**src/sv/pc_sample_histogram_assert.svh**
```systemverilog
// concurrent assertion helpers for the profiler
`ifndef PC_SAMPLE_HISTOGRAM_ASSERT_SVH
`define PC_SAMPLE_HISTOGRAM_ASSERT_SVH
`ifndef SYNTH
`define PCSH_ASSERT_IMP(label, clk, rst, pre, post, msg) \
   label: assert property (@(posedge clk) disable iff (rst) (pre) |-> (post)) \
      else $error(msg);
`define PCSH_ASSERT_NEXT(label, clk, rst, pre, post, msg) \
   label: assert property (@(posedge clk) disable iff (rst) (pre) |=> (post)) \
      else $error(msg);
`else
`define PCSH_ASSERT_IMP(label, clk, rst, pre, post, msg)
`define PCSH_ASSERT_NEXT(label, clk, rst, pre, post, msg)
`endif
`endif

```
**src/sv/pcsh_pkg.sv**
```systemverilog
`default_nettype none
package pcsh_pkg;

   localparam int BUCKETS     = 32768;
   localparam int IDX_W       = $clog2(BUCKETS);
   localparam int ADDR_W      = 32;
   localparam int COUNT_W     = 32;
   localparam int OP_W        = 2;
   localparam int CSR_IDX_W   = 1;
   localparam int QUEUE_DEPTH = 4;
   localparam int QPTR_W      = $clog2(QUEUE_DEPTH);

   localparam logic [ADDR_W-1:0] ADDR_LOW_RESET  = 32'd0;
   localparam logic [ADDR_W-1:0] ADDR_HIGH_RESET = 32'd131072;

   typedef enum logic [OP_W-1:0] {
      OP_SAMPLE = 2'd0,
      OP_CLEAR  = 2'd1,
      OP_READ   = 2'd2
   } op_type;

   typedef enum logic [CSR_IDX_W-1:0] {
      CSR_ADDR_LOW  = 1'd0,
      CSR_ADDR_HIGH = 1'd1
   } csr_index_type;

   // classified work for the back end
   typedef enum logic [1:0] {
      ACT_MISS   = 2'd0,
      ACT_SAMPLE = 2'd1,
      ACT_READ   = 2'd2,
      ACT_CLEAR  = 2'd3
   } act_type;

   typedef struct packed {
      act_type          act;
      logic [IDX_W-1:0] index;
   } entry_type;

endpackage
`default_nettype wire

```
**src/sv/pcsh_queue.sv**
```systemverilog
`default_nettype none
module pcsh_queue
   import pcsh_pkg::*;
(
   input  wire logic      clock,
   input  wire logic      reset,
   input  wire logic      push,
   input  wire entry_type push_entry,
   input  wire logic      pop,
   output entry_type      head,
   output logic           full,
   output logic           empty
);

   entry_type         entries_ff [QUEUE_DEPTH];
   logic [QPTR_W-1:0] wr_ptr_ff;
   logic [QPTR_W-1:0] wr_ptr_in;
   logic [QPTR_W-1:0] rd_ptr_ff;
   logic [QPTR_W-1:0] rd_ptr_in;
   logic [QPTR_W:0]   count_ff;
   logic [QPTR_W:0]   count_in;

   assign full  = (count_ff == (QPTR_W+1)'(QUEUE_DEPTH));
   assign empty = (count_ff == '0);
   assign head  = entries_ff[rd_ptr_ff];

   always_comb begin
      wr_ptr_in = wr_ptr_ff;
      rd_ptr_in = rd_ptr_ff;
      count_in  = count_ff;
      if (push) begin
         wr_ptr_in = (wr_ptr_ff == QPTR_W'(QUEUE_DEPTH-1)) ? '0 : wr_ptr_ff + 1'b1;
      end
      if (pop) begin
         rd_ptr_in = (rd_ptr_ff == QPTR_W'(QUEUE_DEPTH-1)) ? '0 : rd_ptr_ff + 1'b1;
      end
      if (push && !pop) begin
         count_in = count_ff + 1'b1;
      end else if (pop && !push) begin
         count_in = count_ff - 1'b1;
      end
   end

   always_ff @(posedge clock) begin
      if (reset) begin
         wr_ptr_ff <= '0;
         rd_ptr_ff <= '0;
         count_ff  <= '0;
      end else begin
         wr_ptr_ff <= wr_ptr_in;
         rd_ptr_ff <= rd_ptr_in;
         count_ff  <= count_in;
      end
   end

   always_ff @(posedge clock) begin
      if (push) begin
         entries_ff[wr_ptr_ff] <= push_entry;
      end
   end

endmodule
`default_nettype wire

```
**config.mk**
```make
export PLATFORM = sky130hd
export DESIGN_NAME = pcsh_queue
export DESIGN_NICKNAME = d
export VERILOG_FILES = /design/src/sv/pc_sample_histogram_assert.svh /design/src/sv/pcsh_pkg.sv /design/src/sv/pcsh_queue.sv
export SDC_FILE = /design/constraint.sdc
export NUM_CORES = 1
export LEC_CHECK = 0
export CAP_MARGIN = 30
export CORE_ASPECT_RATIO = 1.2
export CORE_MARGIN = 4
export CORE_UTILIZATION = 61
export DETAILED_ROUTE_END_ITERATION = 10
export DONT_BUFFER_PORTS = 1
export PLACE_DENSITY = 0.77
export SLEW_MARGIN = 20
export SYNTH_ARGS = -nofsm -noshare
export SYNTH_HDL_FRONTEND = slang
export SYNTH_SLANG_ARGS = --single-unit
export TNS_END_PERCENT = 1
```
**constraint.sdc**
```tcl
create_clock -name clock -period 2.5 [get_ports clock]
set_clock_uncertainty 0.15 [all_clocks]
set_input_delay 0.5 -clock clock [delete_from_list [all_inputs] [get_ports clock]]
set_output_delay 0.5 -clock clock [all_outputs]
set_load 0.02 [all_outputs]
```
After elaboration in Yosys (flattened, before gate mapping)
Memory sizes are Yosys's and may differ from the RTL's. A register that Yosys moved wholly into a read port is not among the register bits.
Cells that the tools add are included.
{ "op_classes": {"n_mux": 8, "n_eq_ne": 3, "n_reduce_logical": 6, "add_sub_neg": 4} }
{ "op_table": {"columns": ["op", "count"], "rows": [
  ["$mux 2", 4],
  ["$mux 3", 2],
  ["$add 2x1->2 const B", 2],
  ["$eq 2x2->1 const B", 2],
  ["$add 3x1->3 const B", 1],
  ["$eq 3x3->1 const B", 1],
  ["$logic_not 3->1", 1],
  ["$sub 3x1->3 const B", 1],
  ["$logic_and 1x1->1", 2],
  ["$logic_not 1->1", 2],
  ["$mux 1", 2],
  ["$reduce_bool 2->1", 1]
]} }
{ "totals": {"reg_bits": 7, "elab_cells": 25, "inputBits": 21, "memories": 1, "ramBits": 68} }
{ "mem_list": {"columns": ["memory", "words", "word_bits", "read_ports", "rd_clocked_by_memory_dff", "write_ports", "line_no", "text"], "rows": [
  ["entries_ff", 4, 17, 1, 1, 1, "pcsh_queue.sv:15", "entry_type entries_ff [QUEUE_DEPTH];"]
]} }

Depth between registers and ports, before layout
{ "logic_depth": {"word_depth": 4, "depth_mapped": 7, "mapped_depth_nobuf": 7} }

Least setup slack after synthesis
OpenSTA, ideal clock, no wires.
{ "synth_timing": {"path_kind": "input port to flip-flop", "startpoint": "input pop", "endpoint": "register count_ff[2]", "path_buffers": 0, "arrival_time_ns": 1.692, "path_slack_ns": 0.588, "cell_stages": 7, "path_cell_list": "inv_1 -> ha_1 -> inv_1 -> fa_1 -> xor2_1 -> or3_1 -> a21oi_1"} }
{ "synth_between": {"elab_chain_cells": 3, "elab_cells_between_ends": 5, "cone_classes": "mux (1); reduce/logical (4)"} }
{ "synth_rtl": {"columns": ["item", "line_no", "text"], "rows": [
  ["from (decl)", "pcsh_queue.sv:9", "input wire logic pop,"],
  ["$logic_not 1->1", "pcsh_queue.sv:37", "if (push && !pop) begin"],
  ["$logic_and 1x1->1", "pcsh_queue.sv:37", null],
  ["$mux 3 or $reduce_bool 2->1 (tied branches)", null, null],
  ["to (signal assigned)", "pcsh_queue.sv:52", "count_ff <= count_in;"],
  ["to (decl)", "pcsh_queue.sv:20", "logic [QPTR_W:0] count_ff;"]
]} }
Several ways; a longest one is shown, not always the timed one.
A chain may end at the register's enable or synchronous reset.

==> PnR_summary.wiki <==
{| class="wikitable"
! Metric !! Value
|-
| Post-CTS Setup Repair Bufs || 0
|-
| Post-synth EDFFs || 68
|-
| Final Hold Fails || 0
|-
| Pin count of the biggest net entering global routing || 18
|-
| Overall global routing resource usage || 17.7%
|-
| Final sum of negative setup slack || 0 ns
|-
| ANT nets after route || 0
|-
| Share of the cycle needed by the critical path after routing || 93.4%
|-
| Highest achievable clock rate || 0.428 GHz
|-
| Syn Nets || around 160
|-
| Synth area leaders || edfxtp_1 70%, mux4_2 7.7%, mux4_1 6.3%, dfxtp_1 6.1%, ha_1 2.6%
|-
| Routability cong. || between 0.6 and 0.7
|-
| Root Buffer || clkbuf_8
|-
| Post-route standard cell area excluding fillers || 3200 sq um
|-
| Combined area of all synthesized cells || 2930 sq um
|-
| Synth area leader || edfxtp_1
|-
| Ratio of cells with drive above 1 in the final layout || between 15 and 20%
|-
| Outcome || finished, final reports clean
|-
| Vias in the first global route || approximately 1400
|-
| Num Clock Sinks || 77
|-
| Number of antenna violations at the first check in global routing || 0
|-
| Area Growth Syn to Fin || 9.04%
|-
| Routed via count divided by cell count || 6.13
|-
| Sort of element at the end of the critical path || output pin
|-
| Cell count after placement || 191
|-
| CTS Buf Count || 9
|-
| DRC || 0
|-
| Slew @ Worst Pin || 0.897 ns
|-
| Share of async-settable or async-resettable flops after synthesis || 0%
|-
| Avg WL per Cell || between 20 and 25 microns
|-
| Number of maximum-capacitance violations || 0
|-
| Pleak || 1.07 nW
|-
| Worst slack at placement || 0.473 ns
|-
| Peak supply drop || 0.000590 V
|-
| Area share of the largest cell type after synthesis || 69.6%
|-
| Number of antenna diodes || 0
|-
| Number of slew-limit violations in the final report || 0
|-
| Total number of vias || about 1300
|-
| Wire length of the first global-routing pass || 7510 microns
|-
| Crit path time final || 2.34 ns
|-
| Distinct cell type count after synthesis || 19
|-
| Effective utilization at floorplan || 63.4%
|-
| Count leader, synth || edfxtp_1
|-
| Number of storage elements in the synthesis netlist || 77
|-
| Number of DRC markers in iteration 0 || 81
|-
| Hold/Removal Path Class || input pin to register
|-
| Maximum number of buffers from clock root to sink || 2
|-
| Critical-path maximum fanout || 17
|-
| Vert. Die Dim || 84.0 microns
|-
| Commonest cells post-synth || 68 x edfxtp_1, 10 x mux4_2, 9 x dfxtp_1
|-
| Number of instances resized during post-cts repair || 0
|-
| Relative slew slack || around 40%
|-
| Number of rows in the core area || 27
|-
| PortBufs || 0
|-
| Floorplan Core Area || 4630 sq um
|-
| Clock tree from TritonCTS || built
|-
| Die ar. || around 6000 sq um
|-
| CP Class || register to output pin
|-
| Remaining global-route overflow || 0
|-
| Width of the chip || 71.3 microns
|-
| Unrepaired setup endpoints after global routing || no
|-
| CTS HTree Levels || 3
|-
| Final WS setup || 0.164 ns
|-
| CTS clk-pin slew, worst paths || 0.07 ns
|-
| Total Nets Final || 172
|-
| Count of TritonRoute iterations in the first routing pass || 4
|-
| Post-synthesis sequential area ratio || 75.8%
|-
| Setup-failing EPs final || 0
|-
| Startpoint type of the worst setup path || register
|-
| Share of the core filled with cells in the final layout || 69.1%
|-
| Arrival time of data at the critical path endpoint || between 1.5 and 2 ns
|-
| Count of synthesis-stage warnings from yosys || 0
|-
| Number of standard cells in the final layout excluding fillers || 206
|-
| Primary flip-flop cell chosen by synthesis mapping || edfxtp_1
|-
| Number of buffers added to fix hold violations after cts || 0
|-
| Detailed placer's ending HPWL || 3190 microns
|-
| Ports || 40
|-
| Insertion delay to the later sink of the worst-skew pair || 0.33 ns
|-
| Post-synthesis instance total || 133
|-
| Mean cell area of the mapped netlist || 22.1 sq um
|-
| Post-DP Area || 2990 sq um
|-
| Final WL || between 4000 and 5000 microns
|-
| Power Dens Cells || 837 nW/um^2
|-
| Worst EP required || 1.85 ns
|}
-- report_power, final --
group          switching, mW  internal [mW]
clock                  0.395          0.552
combinational          0.144         0.0859
sequential            0.0319           1.47
-- placed cells by master, fill, tap and decap left out --
| master | n |
|---|---|
| xor2_1 | 2 |
| mux2i_1 | 4 |
| ha_1 | 6 |
| nor3b_1 | 2 |
| clkinvlp_4 | 1 |
| and2_1 | 4 |
| a21oi_1 | 2 |
| clkinv_2 | 1 |
| mux4_2 | 10 |
| clkbuf_8 | 9 |
| nor3_1 | 1 |
| edfxtp_1 | 68 |
| clkinv_1 | 1 |
| inv_1 | 4 |
| fa_1 | 1 |
| bufinv_16 | 2 |
| buf_4 | 4 |
| dfxtp_1 | 9 |
| clkbuf_1 | 1 |
| or3_1 | 1 |
| mux4_1 | 7 |
| o21ai_0 | 1 |
| nor2_1 | 7 |
-- worst paths after layout --
path	end	slack (ns)	from	cells past startpoint
max	head[9]	0.16	register	2
min	count_ff[1]$_SDFFE_PP0P_	0.08	reset	1
max reg2reg	entries_ff[2][1]$_DFFE_PP_	0.66	wr_ptr_ff[0]$_SDFFE_PP0P_	3
min reg2reg	count_ff[2]$_SDFFE_PP0P_	0.37	count_ff[2]$_SDFFE_PP0P_	2
-- through the flow --
step,power [mW],hold slack (ns)
2_1_floorplan,1.72,0.310
3_3_place_gp,1.74,0.324
3_5_place_dp,1.76,0.365
4_1_cts,2.70,0.0639
5_1_grt,2.80,0.0569
6_report,2.68,0.0823
-- cell type report --
cell class | instances | area, sq um
clock buffers | 10 | 128
clock inverters | 5 | 76.3
fillers | 263 | 1430
inverters | 4 | 15.0
multi-input cells | 48 | 654
flip-flops and latches | 77 | 2220
well taps | 58 | 72.6
repair buffers | 4 | 30.0
-- cells by family (layout without fill, tap and decap cells) --
logic type,count (synthesis),after routing,share of synthesized area (%)
DFF,77,77,75.8
adders and majority gates,7,7,3.24
AOI/OAI and AO/OA,3,3,0.512
buffers and inverters,8,23,1.92
xor gates and xnor gates,2,2,0.597
muxes,21,21,15.3
and+or+nand+nor,15,15,2.64
-- registers in the layout, summed over array words and instances (netlist names), named ones only --
signal	cells
rd_ptr_ff	2
entries_ff	68
wr_ptr_ff	2
count_ff	3
-- routing by layer --
layer | vias up | part of all wire, % | global-route usage [%]
met2 | 35 | 58 | 30.9
met5 | - | 0 | 0
met4 | 0 | 1.7 | 7.69
met3 | 7 | 5.3 | 5.54
li1 | 556 | - | -
met1 | 664 | 35 | 19.4
-- critical path, stage by stage (launching register included) --
cell	delay, ns
dfxtp_1	0.31
buf_4	0.30
mux4_1	0.74
Note: power is estimated with default switching activity, not from simulation.
