**src/sv/pc_sample_histogram_assert.svh**
```systemverilog
// concurrent assertion helpers for the profiler
`ifndef PC_SAMPLE_HISTOGRAM_ASSERT_SVH
`define PC_SAMPLE_HISTOGRAM_ASSERT_SVH
`ifndef SYNTH
`define PCSH_ASSERT_IMP(label, clk, rst, pre, post, msg) \
   label: assert property (@(posedge clk) disable iff (rst) (pre) |-> (post)) \
      else $error(msg);
`define PCSH_ASSERT_NEXT(label, clk, rst, pre, post, msg) \
   label: assert property (@(posedge clk) disable iff (rst) (pre) |=> (post)) \
      else $error(msg);
`else
`define PCSH_ASSERT_IMP(label, clk, rst, pre, post, msg)
`define PCSH_ASSERT_NEXT(label, clk, rst, pre, post, msg)
`endif
`endif

```
**src/sv/pcsh_pkg.sv**
```systemverilog
`default_nettype none
package pcsh_pkg;

   localparam int BUCKETS     = 32768;
   localparam int IDX_W       = $clog2(BUCKETS);
   localparam int ADDR_W      = 32;
   localparam int COUNT_W     = 32;
   localparam int OP_W        = 2;
   localparam int CSR_IDX_W   = 1;
   localparam int QUEUE_DEPTH = 4;
   localparam int QPTR_W      = $clog2(QUEUE_DEPTH);

   localparam logic [ADDR_W-1:0] ADDR_LOW_RESET  = 32'd0;
   localparam logic [ADDR_W-1:0] ADDR_HIGH_RESET = 32'd131072;

   typedef enum logic [OP_W-1:0] {
      OP_SAMPLE = 2'd0,
      OP_CLEAR  = 2'd1,
      OP_READ   = 2'd2
   } op_type;

   typedef enum logic [CSR_IDX_W-1:0] {
      CSR_ADDR_LOW  = 1'd0,
      CSR_ADDR_HIGH = 1'd1
   } csr_index_type;

   // classified work for the back end
   typedef enum logic [1:0] {
      ACT_MISS   = 2'd0,
      ACT_SAMPLE = 2'd1,
      ACT_READ   = 2'd2,
      ACT_CLEAR  = 2'd3
   } act_type;

   typedef struct packed {
      act_type          act;
      logic [IDX_W-1:0] index;
   } entry_type;

endpackage
`default_nettype wire

```
**src/sv/pcsh_front.sv**
```systemverilog
`default_nettype none
module pcsh_front
   import pcsh_pkg::*;
(
   input  wire logic                 clock,
   input  wire logic                 reset,
   input  wire logic                 csr_valid,
   output logic                      csr_ready,
   input  wire logic [CSR_IDX_W-1:0] csr_index,
   input  wire logic [ADDR_W-1:0]    csr_data,
   input  wire logic [OP_W-1:0]      req_operation,
   input  wire logic [ADDR_W-1:0]    req_address,
   output entry_type                 entry
);

   logic [ADDR_W-1:0] addr_low_ff;
   logic [ADDR_W-1:0] addr_low_in;
   logic [ADDR_W-1:0] addr_high_ff;
   logic [ADDR_W-1:0] addr_high_in;
   logic [ADDR_W-1:0] offset;
   logic              in_range;

   assign csr_ready = 1'b1;

   always_comb begin
      addr_low_in  = addr_low_ff;
      addr_high_in = addr_high_ff;
      if (csr_valid) begin
         unique case (csr_index)
            CSR_ADDR_LOW:  addr_low_in  = csr_data;
            CSR_ADDR_HIGH: addr_high_in = csr_data;
         endcase
      end
   end

   always_ff @(posedge clock) begin
      if (reset) begin
         addr_low_ff  <= ADDR_LOW_RESET;
         addr_high_ff <= ADDR_HIGH_RESET;
      end else begin
         addr_low_ff  <= addr_low_in;
         addr_high_ff <= addr_high_in;
      end
   end

   // window check and word bucket
   always_comb begin
      offset   = req_address - addr_low_ff;
      in_range = (req_address >= addr_low_ff) && (req_address < addr_high_ff)
                 && ({2'b00, offset[ADDR_W-1:2]} < ADDR_W'(BUCKETS));
      entry.index = offset[IDX_W+1:2];
      unique case (req_operation)
         OP_SAMPLE: entry.act = in_range ? ACT_SAMPLE : ACT_MISS;
         OP_CLEAR:  entry.act = ACT_CLEAR;
         OP_READ:   entry.act = in_range ? ACT_READ : ACT_MISS;
         default:   entry.act = ACT_MISS;
      endcase
   end

endmodule
`default_nettype wire

```
**config.mk**
```make
export PLATFORM = sky130hd
export DESIGN_NAME = pcsh_front
export DESIGN_NICKNAME = d
export VERILOG_FILES = /design/src/sv/pc_sample_histogram_assert.svh /design/src/sv/pcsh_pkg.sv /design/src/sv/pcsh_front.sv
export SDC_FILE = /design/constraint.sdc
export NUM_CORES = 1
export LEC_CHECK = 0
export BUFFER_PORTS_ARGS = -buffer_cell sky130_fd_sc_hd__buf_2
export CAP_MARGIN = 20
export CORE_MARGIN = 1.5
export CORE_UTILIZATION = 37
export DETAILED_ROUTE_END_ITERATION = 10
export HOLD_SLACK_MARGIN = 0.02
export SYNTH_ARGS = -nofsm -noshare
export SYNTH_HDL_FRONTEND = slang
export SYNTH_SLANG_ARGS = --single-unit
```
**constraint.sdc**
```tcl
create_clock -name clock -period 3.9 [get_ports clock]
set_input_delay 0.39 -clock clock [delete_from_list [all_inputs] [get_ports clock]]
set_output_delay 0.39 -clock clock [all_outputs]
set_load 0.05 [all_outputs]
```
# Word-level counts from Yosys, hierarchy flattened
# Index checks and enable logic that the tools add are counted.
[word_totals]
output_inout_bits = 18
ff_bits = 64
input_bits = 70
elab_cells = 17
[op_classes]
addsub = 1
n_eq_ne = 2
bitwise_logic = 1
magnitude_cmp = 3
n_mux = 3
reduce_logical = 5
[ops]
columns = ["cell", "count"]
rows = [
  ["$ge 32x32->1", 1],
  ["$lt 32x32->1", 1],
  ["$sub 32x32->32", 1],
  ["$lt 30x16->1 const B", 1],
  ["$pmux 2 s3", 1],
  ["$reduce_and 2->1", 2],
  ["$eq 2x1->1 const B", 1],
  ["$eq 2x2->1 const B", 1],
  ["$logic_and 1x1->1", 2],
  ["$logic_not 2->1", 1],
  ["$mux 2", 1],
  ["$mux 1", 1],
  ["$not 1->1", 1],
]

# Logic depth before layout (Yosys ltp)
# Gate-level depths: netlist of run 1.
[depth]
depth_word = 5
depth_mapped = 12

# Least setup slack after synthesis of run 1
# No wires, ideal clock.
[synth_path]
kind = "input port to output port"
from = "in req_address[3]"
to = "out entry[16] in the netlist's numbering"
stages = 10
arrival_time_ps = 3895
slack_ps = -385
cell_sequence = "ha_1 nand3_1 o21bai_1 a211o_1 a21o_1 a311oi_1 mux2_2 a2111oi_0 nand4_1 o21ai_0"
[synth_lines]
columns = ["element", "line", "text"]
rows = [
  ["start: declaration", "pcsh_front.sv:12", "input wire logic [ADDR_W-1:0] req_address,"],
  ["end: declaration", "pcsh_front.sv:13", "output entry_type entry"],
]

==> flow_summary_export.csv, run 1 <==
group,metric,value,unit
clocking,cts-htree-levels,3,
clocking,tritoncts,"built",
clocking,cts_buffers,9,
power_and_ir_drop,p_seq_share,31.0,%
timing,finalCriticalPeriod,3.89,ns
die,rows,42,
timing,fin_ws,0.00908,ns
timing,rsz0062_at_grt,"yes",
drt,drt_wl_total,15.9,mm
cells_and_area,multi_input_area,0.00362,mm^2
cells_and_area,final_cell_mix,"172 x nand2_1, 101 x a21oi_1, 84 x buf_2",
power_and_ir_drop,p_sw_share,36.5,%
yosys,netlist_instances,714,
yosys,synth.area.top_cells,"dfxtp_1 25%, ha_1 16%, nand2_1 13%",
worst_setup_path,reg2reg_depth,3,
yosys,ys.flop_type,"dfxtp_1",
flow_run,drv_cap,0,
drt,drt_iter0_drc,318,
die,die_x,120,um
yosys,yosysTopAreaCellShare,25.3,%
place,place.gp.congestion,0.897,
timing,skew,0,ns
drt,via_per_inst,5.34,
grt,grt_pass1_wl,25.3,mm
worst_setup_path,r2r_slack,3.22,ns
yosys,yosys.cell_types.count,61,
run_status,outcome,"finished, final reports clean",
drt,drt_pass1_iterations,5,
power_and_ir_drop,leakagePower,2.71,nW
worst_setup_path,cp-end-kind,"primary output",
die,io_pins,88,
place,dp_slack,-0.486,ns
grt,grt_pass1_vias,5216,
drt,ant_nets,0,
clocking,cts-root-buf,"clkbuf_16",
yosys,yosys.area.top_type,"dfxtp_1",
worst_setup_path,cp_max_fo,5,
yosys,synth_warnings,0,
power_and_ir_drop,p_per_area,343,mW/mm^2
grt,grt_max_degree,65,
timing,final-hold-violation-count,0,
timing,maxSlewViolCount,0,
power_and_ir_drop,p_int,0.00144,W
yosys,synth-seq-area-share,25.3,%
cells_and_area,final_cells,1016,
die,start_util,38.1,%
power_and_ir_drop,clock_power_share,33.2,%
worst_setup_path,crit_required,3.51,ns
clocking,clkSlewWorstSetupHoldPaths,0.06,ns
yosys,synth_edf_count,0,
worst_setup_path,crit_type,"reg2out",
hold_path,min_from,"csr_data[17]",
yosys,netlist_area,0.00506,mm^2
drt,wl_per_cell,15.6,um
timing,fin_crit_sh,99.8,%
power_and_ir_drop,ir_worst_vdd,0.000271,V
cells_and_area,seqCellArea,0.00129,mm^2
drt,drc,0,
yosys,ys_ff_latch,64,
worst_setup_path,start_kind,"flip-flop",
grt,antenna_found_initial,1,
place,dp.cells,991,
clocking,cts_buffer_depth,2,
hold_path,hold_depth,3,
die,die_y,120,um
cells_and_area,drive_above_1_share,24.7,%
worst_setup_path,reg2reg_to,"addr_low_ff[1]$_SDFFE_PP0P_",
grt,overflow,0,
place,io_buffer_count,86,
die,core,0.0133,mm^2
power_and_ir_drop,pwr-share-comb,35.8,%
hold_path,holdPathEnd,"addr_high_ff[17]$_SDFFE_PP1P_",
cells_and_area,fin_nets,966,
cells_and_area,area_growth,30.3,%
timing,max_freq,0.257,GHz
die,dieArea,0.0144,mm^2
worst_setup_path,reg2reg_from,"addr_low_ff[1]$_SDFFE_PP0P_",
clocking,cts_hold_buf,0,
timing,worstMarginPinSlew,0.949,ns
grt,grt_usage,22.0,%
yosys,syn_area_per_cell,7.09,um^2
timing,slew_headroom,36.2,%
power_and_ir_drop,switchingPower,0.000825,W
drt,dr_total_vias,5429,
place,dp_hpwl,12.2,mm
clocking,clock-sinks,64,
yosys,ys_async_sr_fraction,0,%
cells_and_area,layout.cells.most_common,"nand2_1",
timing,setup_violations,0,
cells_and_area,fillCellCount,1315,
yosys,synth_fp_nets,847,
worst_setup_path,worstPathArrival,3.50,ns
clocking,clk_latency,0.33,ns
hold_path,min_path_type,"in2reg",
## power by group through the flow
stage / registers (W) / logic, W / clock network (W)
6_report: 0.000700 / 0.000811 / 0.000752
5_1_grt: 0.000704 / 0.000881 / 0.000795
4_1_cts: 0.000700 / 0.000765 / 0.000768
3_5_place_dp: 0.000714 / 0.000744 / 0
3_3_place_gp: 0.000713 / 0.000731 / 0
2_1_floorplan: 0.000710 / 0.000501 / 0
## routing by layer
| layer | track usage [%] | share of wire, % |
|---|---|---|
| met1 | 29.6 | 47 |
| met2 | 34.8 | 46 |
| met3 | 4.33 | 5.2 |
| met4 | 8.18 | 2.0 |
| met5 | 0 | 0 |
## logic make-up (layout without fill, tap and decap cells)
kind of cell	count (synthesis)	in the layout	share of synthesized area (%)
AOI/OAI and AO/OA	190	190	23.0
xor gates and xnor gates	19	19	3.29
adders and majority gates	63	63	15.6
buffers and inverters	106	230	8.16
DFF	64	64	25.3
muxes	4	4	0.841
other	1	3	0.0741
and+or+nand+nor	267	267	23.8
## synthesized netlist by cell type (all sizes together), types with 5 or more instances
library cell / instances
and3: 6
nor4: 5
ha: 63
nand2: 173
a21oi: 104
nand4: 14
o21ai: 19
xnor2: 8
a31oi: 9
and4: 5
nor3: 7
buf: 7
nand2b: 6
dfxtp: 64
inv: 68
a21o: 17
o21a: 5
clkbuf: 31
nor2: 16
nand3: 15
xor2: 11
## worst max path at each step
stage / startpoint / to / slack [ns] / cells past startpoint
6_report: addr_low_ff[3]$_SDFFE_PP0P_ / entry[15] / 0.009 / 13
5_1_grt: addr_low_ff[3]$_SDFFE_PP0P_ / entry[15] / -0.13 / 13
4_1_cts: addr_low_ff[1]$_SDFFE_PP0P_ / entry[15] / 0.005 / 13
3_5_place_dp: req_address[3] / entry[15] / -0.49 / 12
3_3_place_gp: req_address[1] / entry[15] / -0.31 / 12
2_1_floorplan: req_address[3] / entry[16] / -0.06 / 10
## worst max-delay path, cell delays in order, from the launching register on
cell and delay [ns]:
dfxtp_2 0.33, inv_2 0.04, ha_4 0.31, nand3_4 0.09
o21bai_4 0.18, a211o_1 0.36, a21o_1 0.23, a311oi_4 0.32
mux2_4 0.34, a2111oi_4 0.23, nand4_1 0.13, buf_4 0.17
o41ai_4 0.22, buf_6 0.20
## area by class of cell
| type | instances | share of cell area [%] |
|---|---|---|
| Antenna cell | 2 | 0.0759 |
| Clock buffer | 11 | 3.68 |
| Clock inverter | 5 | 0.493 |
| Inverter | 68 | 3.87 |
| Multi-Input combinational cell | 544 | 54.9 |
| Sequential cell | 64 | 19.5 |
| Tap cell | 176 | 3.34 |
| Timing Repair Buffer | 146 | 14.1 |
## what timing repair did
action                                  in CTS  in global routing
buffers inserted                             3                  3
resized for setup                           14                 38
endpoints found under the setup margin       2                  2
pin swaps                                    6                  9
## registers in the layout, summed over array words and instances (netlist names)
| name | flops |
|---|---|
| addr_high_ff | 32 |
| addr_low_ff | 32 |
## stage by stage
stage | power (W) | TNS, ns | hold slack [ns] | area, um^2 | util (%)
finish | 0.00226 | 0 | 0.282 | 6590 | 49.6
global route | 0.00238 | -0.168 | 0.302 | 6590 | 49.6
CTS | 0.00223 | 0 | 0.275 | 6370 | 47.9
detailed placement | 0.00146 | -0.853 | 0.448 | 5990 | 45.0
global placement | 0.00144 | -0.523 | 0.442 | 5960 | 44.8
floorplan | 0.00121 | -0.0576 | 0.432 | 5070 | -
Power figures use the tool's default switching activity.
==> run 2, diff against run 1 <==
--- a/config.mk
+++ b/config.mk
@@ -11,6 +11,7 @@
 export CORE_UTILIZATION = 37
 export DETAILED_ROUTE_END_ITERATION = 10
 export HOLD_SLACK_MARGIN = 0.02
+export SETUP_SLACK_MARGIN = 0.2
 export SYNTH_ARGS = -nofsm -noshare
 export SYNTH_HDL_FRONTEND = slang
 export SYNTH_SLANG_ARGS = --single-unit
==> constraint.sdc (replaced) <==
create_clock -name clock -period 4.6 [get_ports clock]
set_input_delay 0.46 -clock clock [delete_from_list [all_inputs] [get_ports clock]]
set_output_delay 0.46 -clock clock [all_outputs]
set_load 0.05 [all_outputs]
==> flow_summary_export.csv, run 2 (same netlist as run 1, synthesis figures left out) <==
group,metric,value,unit
cells_and_area,multi_input_area,0.00340,mm^2
timing,maxSlewViolCount,0,
timing,slew_headroom,37.1,%
drt,drt_iter0_drc,239,
clocking,clk_latency,0.33,ns
drt,drt_wl_total,15.0,mm
die,die_x,120,um
place,io_buffer_count,86,
cells_and_area,seqCellArea,0.00128,mm^2
worst_setup_path,cp-end-kind,"primary output",
power_and_ir_drop,leakagePower,2.46,nW
die,io_pins,88,
timing,final-hold-violation-count,0,
worst_setup_path,cpMaxStageDelayCell,"mux2_2",
worst_setup_path,worstPathCellList,"inv_1, ha_1, nand3_1, o21bai_1, a211o_1, a21o_1, a311oi_2, mux2_2, a2111oi_2, nand4_1, o41ai_2, buf_4",
timing,fin_crit_sh,89.7,%
cells_and_area,fillCellCount,1389,
worst_setup_path,worstPathArrival,3.67,ns
power_and_ir_drop,p_per_area,326,mW/mm^2
worst_setup_path,start_kind,"flip-flop",
grt,overflow,0,
timing,skew,0,ns
cells_and_area,final_cell_mix,"173 x nand2_1, 104 x a21oi_1, 85 x buf_2",
timing,rsz0062_at_grt,"no",
drt,dr_total_vias,5032,
cells_and_area,largestRegisters,"addr_high_ff: 32 flops, addr_low_ff: 32 flops",
clocking,cts_buffers,9,
worst_setup_path,crit_required,4.14,ns
place,dp_hpwl,12.0,mm
cells_and_area,final_cells,966,
worst_setup_path,slowest_delay,0.38,ns
flow_run,drv_cap,0,
die,die_y,120,um
timing,whs,0.352,ns
place,dp.cells,948,
clocking,cts-htree-levels,3,
hold_path,min_path_type,"in2reg",
drt,drc,0,
die,start_util,38.1,%
grt,grt_pass1_vias,4946,
grt,grt_pass1_wl,24.7,mm
clocking,cts_hold_buf,0,
timing,max_freq,0.242,GHz
die,core,0.0133,mm^2
drt,drt_pass1_iterations,4,
run_status,outcome,"finished, final reports clean",
cells_and_area,n_antenna_cell,0,
worst_setup_path,crit_type,"reg2out",
cells_and_area,fin_nets,918,
worst_setup_path,cp_max_fo,5,
clocking,clkSlewWorstSetupHoldPaths,0.06,ns
cells_and_area,drive_above_1_share,16.7,%
cells_and_area,area_growth,19.1,%
worst_setup_path,reg2reg_depth,2,
clocking,cts_buffer_depth,2,
drt,wl_per_cell,15.5,um
clocking,tritoncts,"built",
die,rows,42,
place,place.gp.congestion,0.893,
power_and_ir_drop,ir_worst_vdd,0.000187,V
clocking,clock-sinks,64,
timing,setup_violations,0,
grt,grt_max_degree,51,
die,dieArea,0.0144,mm^2
clocking,cts-root-buf,"clkbuf_16",
timing,worstMarginPinSlew,0.935,ns
cells_and_area,layout.cells.most_common,"nand2_1",
timing,finalSetupTns,0,ns
hold_path,hold_depth,3,
grt,grt_usage,21.7,%
drt,via_per_inst,5.21,
timing,finalCriticalPeriod,4.13,ns
grt,antenna_found_initial,0,
drt,ant_nets,0,
[run 2: cell count changes in the layout (fill, tap and decap cells not counted), moves of 3 or more]
cell       previous run  this run
buf_4                57        12
ha_1                 55        63
ha_4                  7         0
dfxtp_1              59        64
dfxtp_2               5         0
inv_1                64        68
inv_2                 4         0
a2111oi_2             0         3
a21oi_1             101       104
a21oi_2               3         0
buf_6                 3         0
[run 2: per-layer routing]
| metal | part of all wire, % | GRT usage (%) |
|---|---|---|
| met3 | 5.5 | 4.42 |
| met1 | 50 | 30.6 |
| met5 | 0 | 0 |
| met2 | 43 | 33.0 |
| met4 | 1.6 | 6.92 |
[run 2: repair_timing]
action,CTS,global route
resized for setup,2,8
setup endpoints to repair,1,2
buffers inserted,0,2
pin swaps,0,4
[run 2: through the flow]
| step | worst slack (ns) | utilization [%] | cell area (um^2) | power [W] |
|---|---|---|---|---|
| 2_1_floorplan | 0.251 | - | 5060 | 0.00102 |
| 4_1_cts | 0.213 | 45.0 | 5990 | 0.00197 |
| 3_3_place_gp | 0.270 | 42.3 | 5620 | 0.00119 |
| 5_1_grt | 0.280 | 45.3 | 6030 | 0.00207 |
| 6_report | 0.473 | 45.3 | 6030 | 0.00196 |
| 3_5_place_dp | 0.210 | 42.5 | 5640 | 0.00120 |
[run 2: area by class of cell]
type / instances / share of cell area [%]
Clock buffer: 12 / 4.26
Clock inverter: 4 / 1.27
Inverter: 68 / 4.24
Multi-Input combinational cell: 544 / 56.4
Sequential cell: 64 / 21.3
Tap cell: 176 / 3.65
Timing Repair Buffer: 98 / 8.89
[run 2: path summary, 6_finish.rpt]
check | from | endpoint | slack, ns
max | addr_low_ff[4]$_SDFFE_PP0P_ | entry[15] | 0.47
min | csr_data[17] | addr_high_ff[17]$_SDFFE_PP1P_ | 0.35
max reg2reg | addr_low_ff[12]$_SDFFE_PP0P_ | addr_low_ff[12]$_SDFFE_PP0P_ | 3.95
min reg2reg | addr_high_ff[5]$_SDFFE_PP0P_ | addr_high_ff[5]$_SDFFE_PP0P_ | 0.45
[run 2: report_power, final]
| group | internal (W) | leakage [nW] | switching, W |
|---|---|---|---|
| clock network | 0.000505 | 0.159 | 0.000262 |
| registers | 0.000581 | 0.523 | 0.0000127 |
| logic | 0.000205 | 1.78 | 0.000397 |
| total | 0.00129 | 2.46 | 0.000672 |
[run 2: worst max-delay path, delay by kind of cell (launching register included)]
| family | cells | cell delay [ns] |
|---|---|---|
| compound gates | 6 | 1.65 |
| mux | 1 | 0.38 |
| fa+ha+maj | 1 | 0.35 |
| flops | 1 | 0.32 |
| simple gates | 2 | 0.31 |
| buf+inv | 2 | 0.29 |
==> run 3, diff against run 2 <==
--- a/config.mk
+++ b/config.mk
@@ -5,12 +5,16 @@
 export SDC_FILE = /design/constraint.sdc
 export NUM_CORES = 1
 export LEC_CHECK = 0
+export ABC_AREA = 1
 export BUFFER_PORTS_ARGS = -buffer_cell sky130_fd_sc_hd__buf_2
 export CAP_MARGIN = 20
+export CELL_PAD_IN_SITES_DETAIL_PLACEMENT = 0
+export CELL_PAD_IN_SITES_GLOBAL_PLACEMENT = 1
 export CORE_MARGIN = 1.5
 export CORE_UTILIZATION = 37
 export DETAILED_ROUTE_END_ITERATION = 10
 export HOLD_SLACK_MARGIN = 0.02
+export PLACE_DENSITY_LB_ADDON = 0.1
 export SETUP_SLACK_MARGIN = 0.2
 export SYNTH_ARGS = -nofsm -noshare
 export SYNTH_HDL_FRONTEND = slang
==> flow_summary_export.csv, run 3 <==
group,metric,value,unit
yosys,synthTopCellsByCount,"256 x nand2_1, 185 x inv_1, 96 x a21oi_1, 70 x o21ai_0",
cells_and_area,layout.cells.most_common,"nand2_1",
clocking,cts_setup_buffers,0,
timing,finalCriticalPeriod,3.18,ns
timing,setup_violations,0,
worst_setup_path,start_kind,"flip-flop",
hold_path,min_from,"csr_data[0]",
clocking,clock-sinks,64,
die,dieArea,0.0156,mm^2
yosys,ys.flop_type,"dfxtp_1",
cells_and_area,area_growth,16.5,%
drt,wl_per_cell,13.9,um
grt,grt_pass1_vias,5252,
drt,drt_pass1_iterations,5,
timing,fin_ws,1.42,ns
drt,via_per_inst,4.64,
worst_setup_path,crit_required,4.14,ns
place,dp_hpwl,13.9,mm
worst_setup_path,worstPathCellList,"inv_1, ha_1, inv_1, o21ai_0, nand2_1, nand3_1, a21oi_1, nand2_1, nor2_1, nor2_2, nand3_1, nor2_2, nand4_1, nand2_1, buf_2",
place,place.gp.congestion,0.880,
yosys,yosys.area.top_type,"dfxtp_1",
clocking,clkSlewWorstSetupHoldPaths,0.05,ns
timing,final-hold-violation-count,0,
yosys,yosysMostFrequentCell,"nand2_1",
grt,gr-usage-met1,31.7,%
power_and_ir_drop,p_int,0.00125,W
die,die_y,125,um
worst_setup_path,reg2reg_depth,2,
worst_setup_path,critical_path.top_delay_family,"simple AND/OR/NAND/NOR gates",
power_and_ir_drop,pwr-share-comb,38.1,%
place,dp_slack,1.47,ns
die,rows,44,
yosys,synth-seq-area-share,23.3,%
power_and_ir_drop,p_sw_share,38.6,%
drt,drt_iter0_drc,296,
die,die_x,125,um
grt,grt_use_met2,32.4,%
grt,grt_max_degree,65,
timing,slew_headroom,43.0,%
timing,max_freq,0.314,GHz
worst_setup_path,reg2reg_to,"addr_low_ff[0]$_SDFFE_PP0P_",
cells_and_area,final_cell_mix,"255 x nand2_1, 185 x inv_1, 96 x a21oi_1",
drt,dr_total_vias,5488,
yosys,netlist_area,0.00550,mm^2
clocking,cts_buffer_depth,2,
worst_setup_path,cp-end-kind,"primary output",
grt,grt_pass1_wl,26.7,mm
worst_setup_path,r2r_slack,3.97,ns
clocking,cts-htree-levels,3,
yosys,syn_area_per_cell,6.03,um^2
clocking,tritoncts,"built",
timing,worstMarginPinSlew,0.854,ns
drt,drt_wl_total,16.4,mm
clocking,cts-root-buf,"clkbuf_16",
flow_run,drv_cap,0,
yosys,synth_fp_nets,1046,
yosys,synth_edf_count,0,
grt,overflow,0,
grt,gr-usage-met3,2.70,%
power_and_ir_drop,ir_worst_vdd,0.000201,V
timing,fin_crit_sh,69.2,%
worst_setup_path,cpMaxStageDelayCell,"ha_1",
die,core,0.0145,mm^2
cells_and_area,fin_nets,1126,
clocking,cts_hold_buf,0,
hold_path,hold_depth,3,
die,io_pins,88,
worst_setup_path,path_buf_inv,3,
clocking,cts_resized,0,
grt,grt_usage,21.5,%
place,io_buffer_count,86,
cells_and_area,largestRegisters,"addr_high_ff: 32 flops, addr_low_ff: 32 flops",
power_and_ir_drop,switchingPower,0.000785,W
power_and_ir_drop,clock_power_share,32.3,%
worst_setup_path,crit_type,"reg2out",
yosys,synth_warnings,0,
yosys,synth.area.top_cells,"dfxtp_1 23%, nand2_1 17%, ha_1 14%",
cells_and_area,final_cells,1183,
hold_path,min_path_type,"in2reg",
drt,ant_nets,0,
timing,finalSetupTns,0,ns
hold_path,holdPathEnd,"addr_low_ff[0]$_SDFFE_PP0P_",
power_and_ir_drop,total_power,0.00203,W
yosys,ys_async_sr_fraction,0,%
worst_setup_path,worstPathArrival,2.72,ns
cells_and_area,drive_above_1_share,12.4,%
clocking,clk_latency,0.33,ns
place,dp.cells,1165,
worst_setup_path,slowest_delay,0.41,ns
power_and_ir_drop,p_per_area,317,mW/mm^2
timing,rsz0062_at_grt,"no",
yosys,netlist_instances,913,
drt,drc,0,
grt,grt_busiest_layer,"met2",
power_and_ir_drop,leakagePower,3.44,nW
power_and_ir_drop,p_seq_share,29.6,%
grt,antenna_found_initial,1,
worst_setup_path,cpMostUsedCell,"nand2_1",
run_status,outcome,"finished, final reports clean",
clocking,cts_buffers,9,
die,start_util,37.9,%
timing,skew,0,ns
worst_setup_path,reg2reg_from,"addr_low_ff[0]$_SDFFE_PP0P_",
yosys,yosysTopAreaCellShare,23.3,%
timing,maxSlewViolCount,0,
worst_setup_path,cp_max_fo,4,
yosys,ys_ff_latch,64,
yosys,yosys.cell_types.count,30,
-- run 3: cell types whose count changed after synthesis, moves of 6 or more --
cell / delta
a21o_1: -16
a21oi_1: -8
a31oi_1: -9
clkbuf_1: -13
inv_1: +117
nand2_1: +83
nand2b_1: -6
nand3_1: +14
nor2_1: +48
nor2_2: +6
o21ai_0: +51
xnor2_1: -7
-- run 3: layer usage --
layer / wire, um / up-vias
met4: 346 / 0
met1: 8750 / 2354
met5: 0 / -
li1: - / 3009
met3: 571 / 20
met2: 6770 / 105
-- run 3: logic make-up after synthesis --
group | share of synthesized area [%]
adders and majority gates | 14.3
AOI/OAI and AO/OA | 16.1
DFF | 23.3
other | 0.0681
xor gates and xnor gates | 2.55
and+or+nand+nor | 29.3
buffers and inverters | 14.4
-- run 3: worst reg2reg max path, stage by stage (launching register included) --
cell and delay, ns:
dfxtp_1 0.32, o21ai_0 0.16, nor2_1 0.05
-- run 3: metrics by stage --
stage / hold WS (ns) / utilization (%) / area (um^2)
final: 0.374 / 44.1 / 6410
after CTS: 0.365 / 43.9 / 6380
after global placement: 0.448 / 42.0 / 6100
after global routing: 0.387 / 44.1 / 6410
after floorplan: 0.433 / - / 5500
after detailed placement: 0.452 / 42.0 / 6100
-- run 3: how the worst max path moves through the flow --
stage               slack, ns                          from  depth (start not counted)         to
finish                   1.42  addr_low_ff[28]$_SDFFE_PP0P_                         15  entry[15]
global route             1.14  addr_low_ff[13]$_SDFFE_PP0P_                         16  entry[16]
CTS                      1.34  addr_low_ff[13]$_SDFFE_PP0P_                         16  entry[16]
detailed placement       1.47               req_address[13]                         16  entry[16]
global placement         1.45               req_address[23]                         15  entry[16]
floorplan                2.00               req_address[10]                         18  entry[15]
-- run 3: layout make-up --
type	count	area [um^2]
multi-input cells	639	3430
inverters	191	717
clock buffers	12	236
well taps	184	230
flip-flops and latches	64	1280
repair buffers	88	465
clock inverters	4	45.0
fillers	1678	8120
diodes	1	2.50
-- run 3: power groups by stage --
| stage | combinational (W) | clock, W | sequential [W] |
|---|---|---|---|
| 2_1_floorplan | 0.000558 | 0 | 0.000610 |
| 3_3_place_gp | 0.000777 | 0 | 0.000612 |
| 3_5_place_dp | 0.000773 | 0 | 0.000613 |
| 4_1_cts | 0.000776 | 0.000673 | 0.000601 |
| 5_1_grt | 0.000871 | 0.000688 | 0.000604 |
| 6_report | 0.000775 | 0.000656 | 0.000601 |
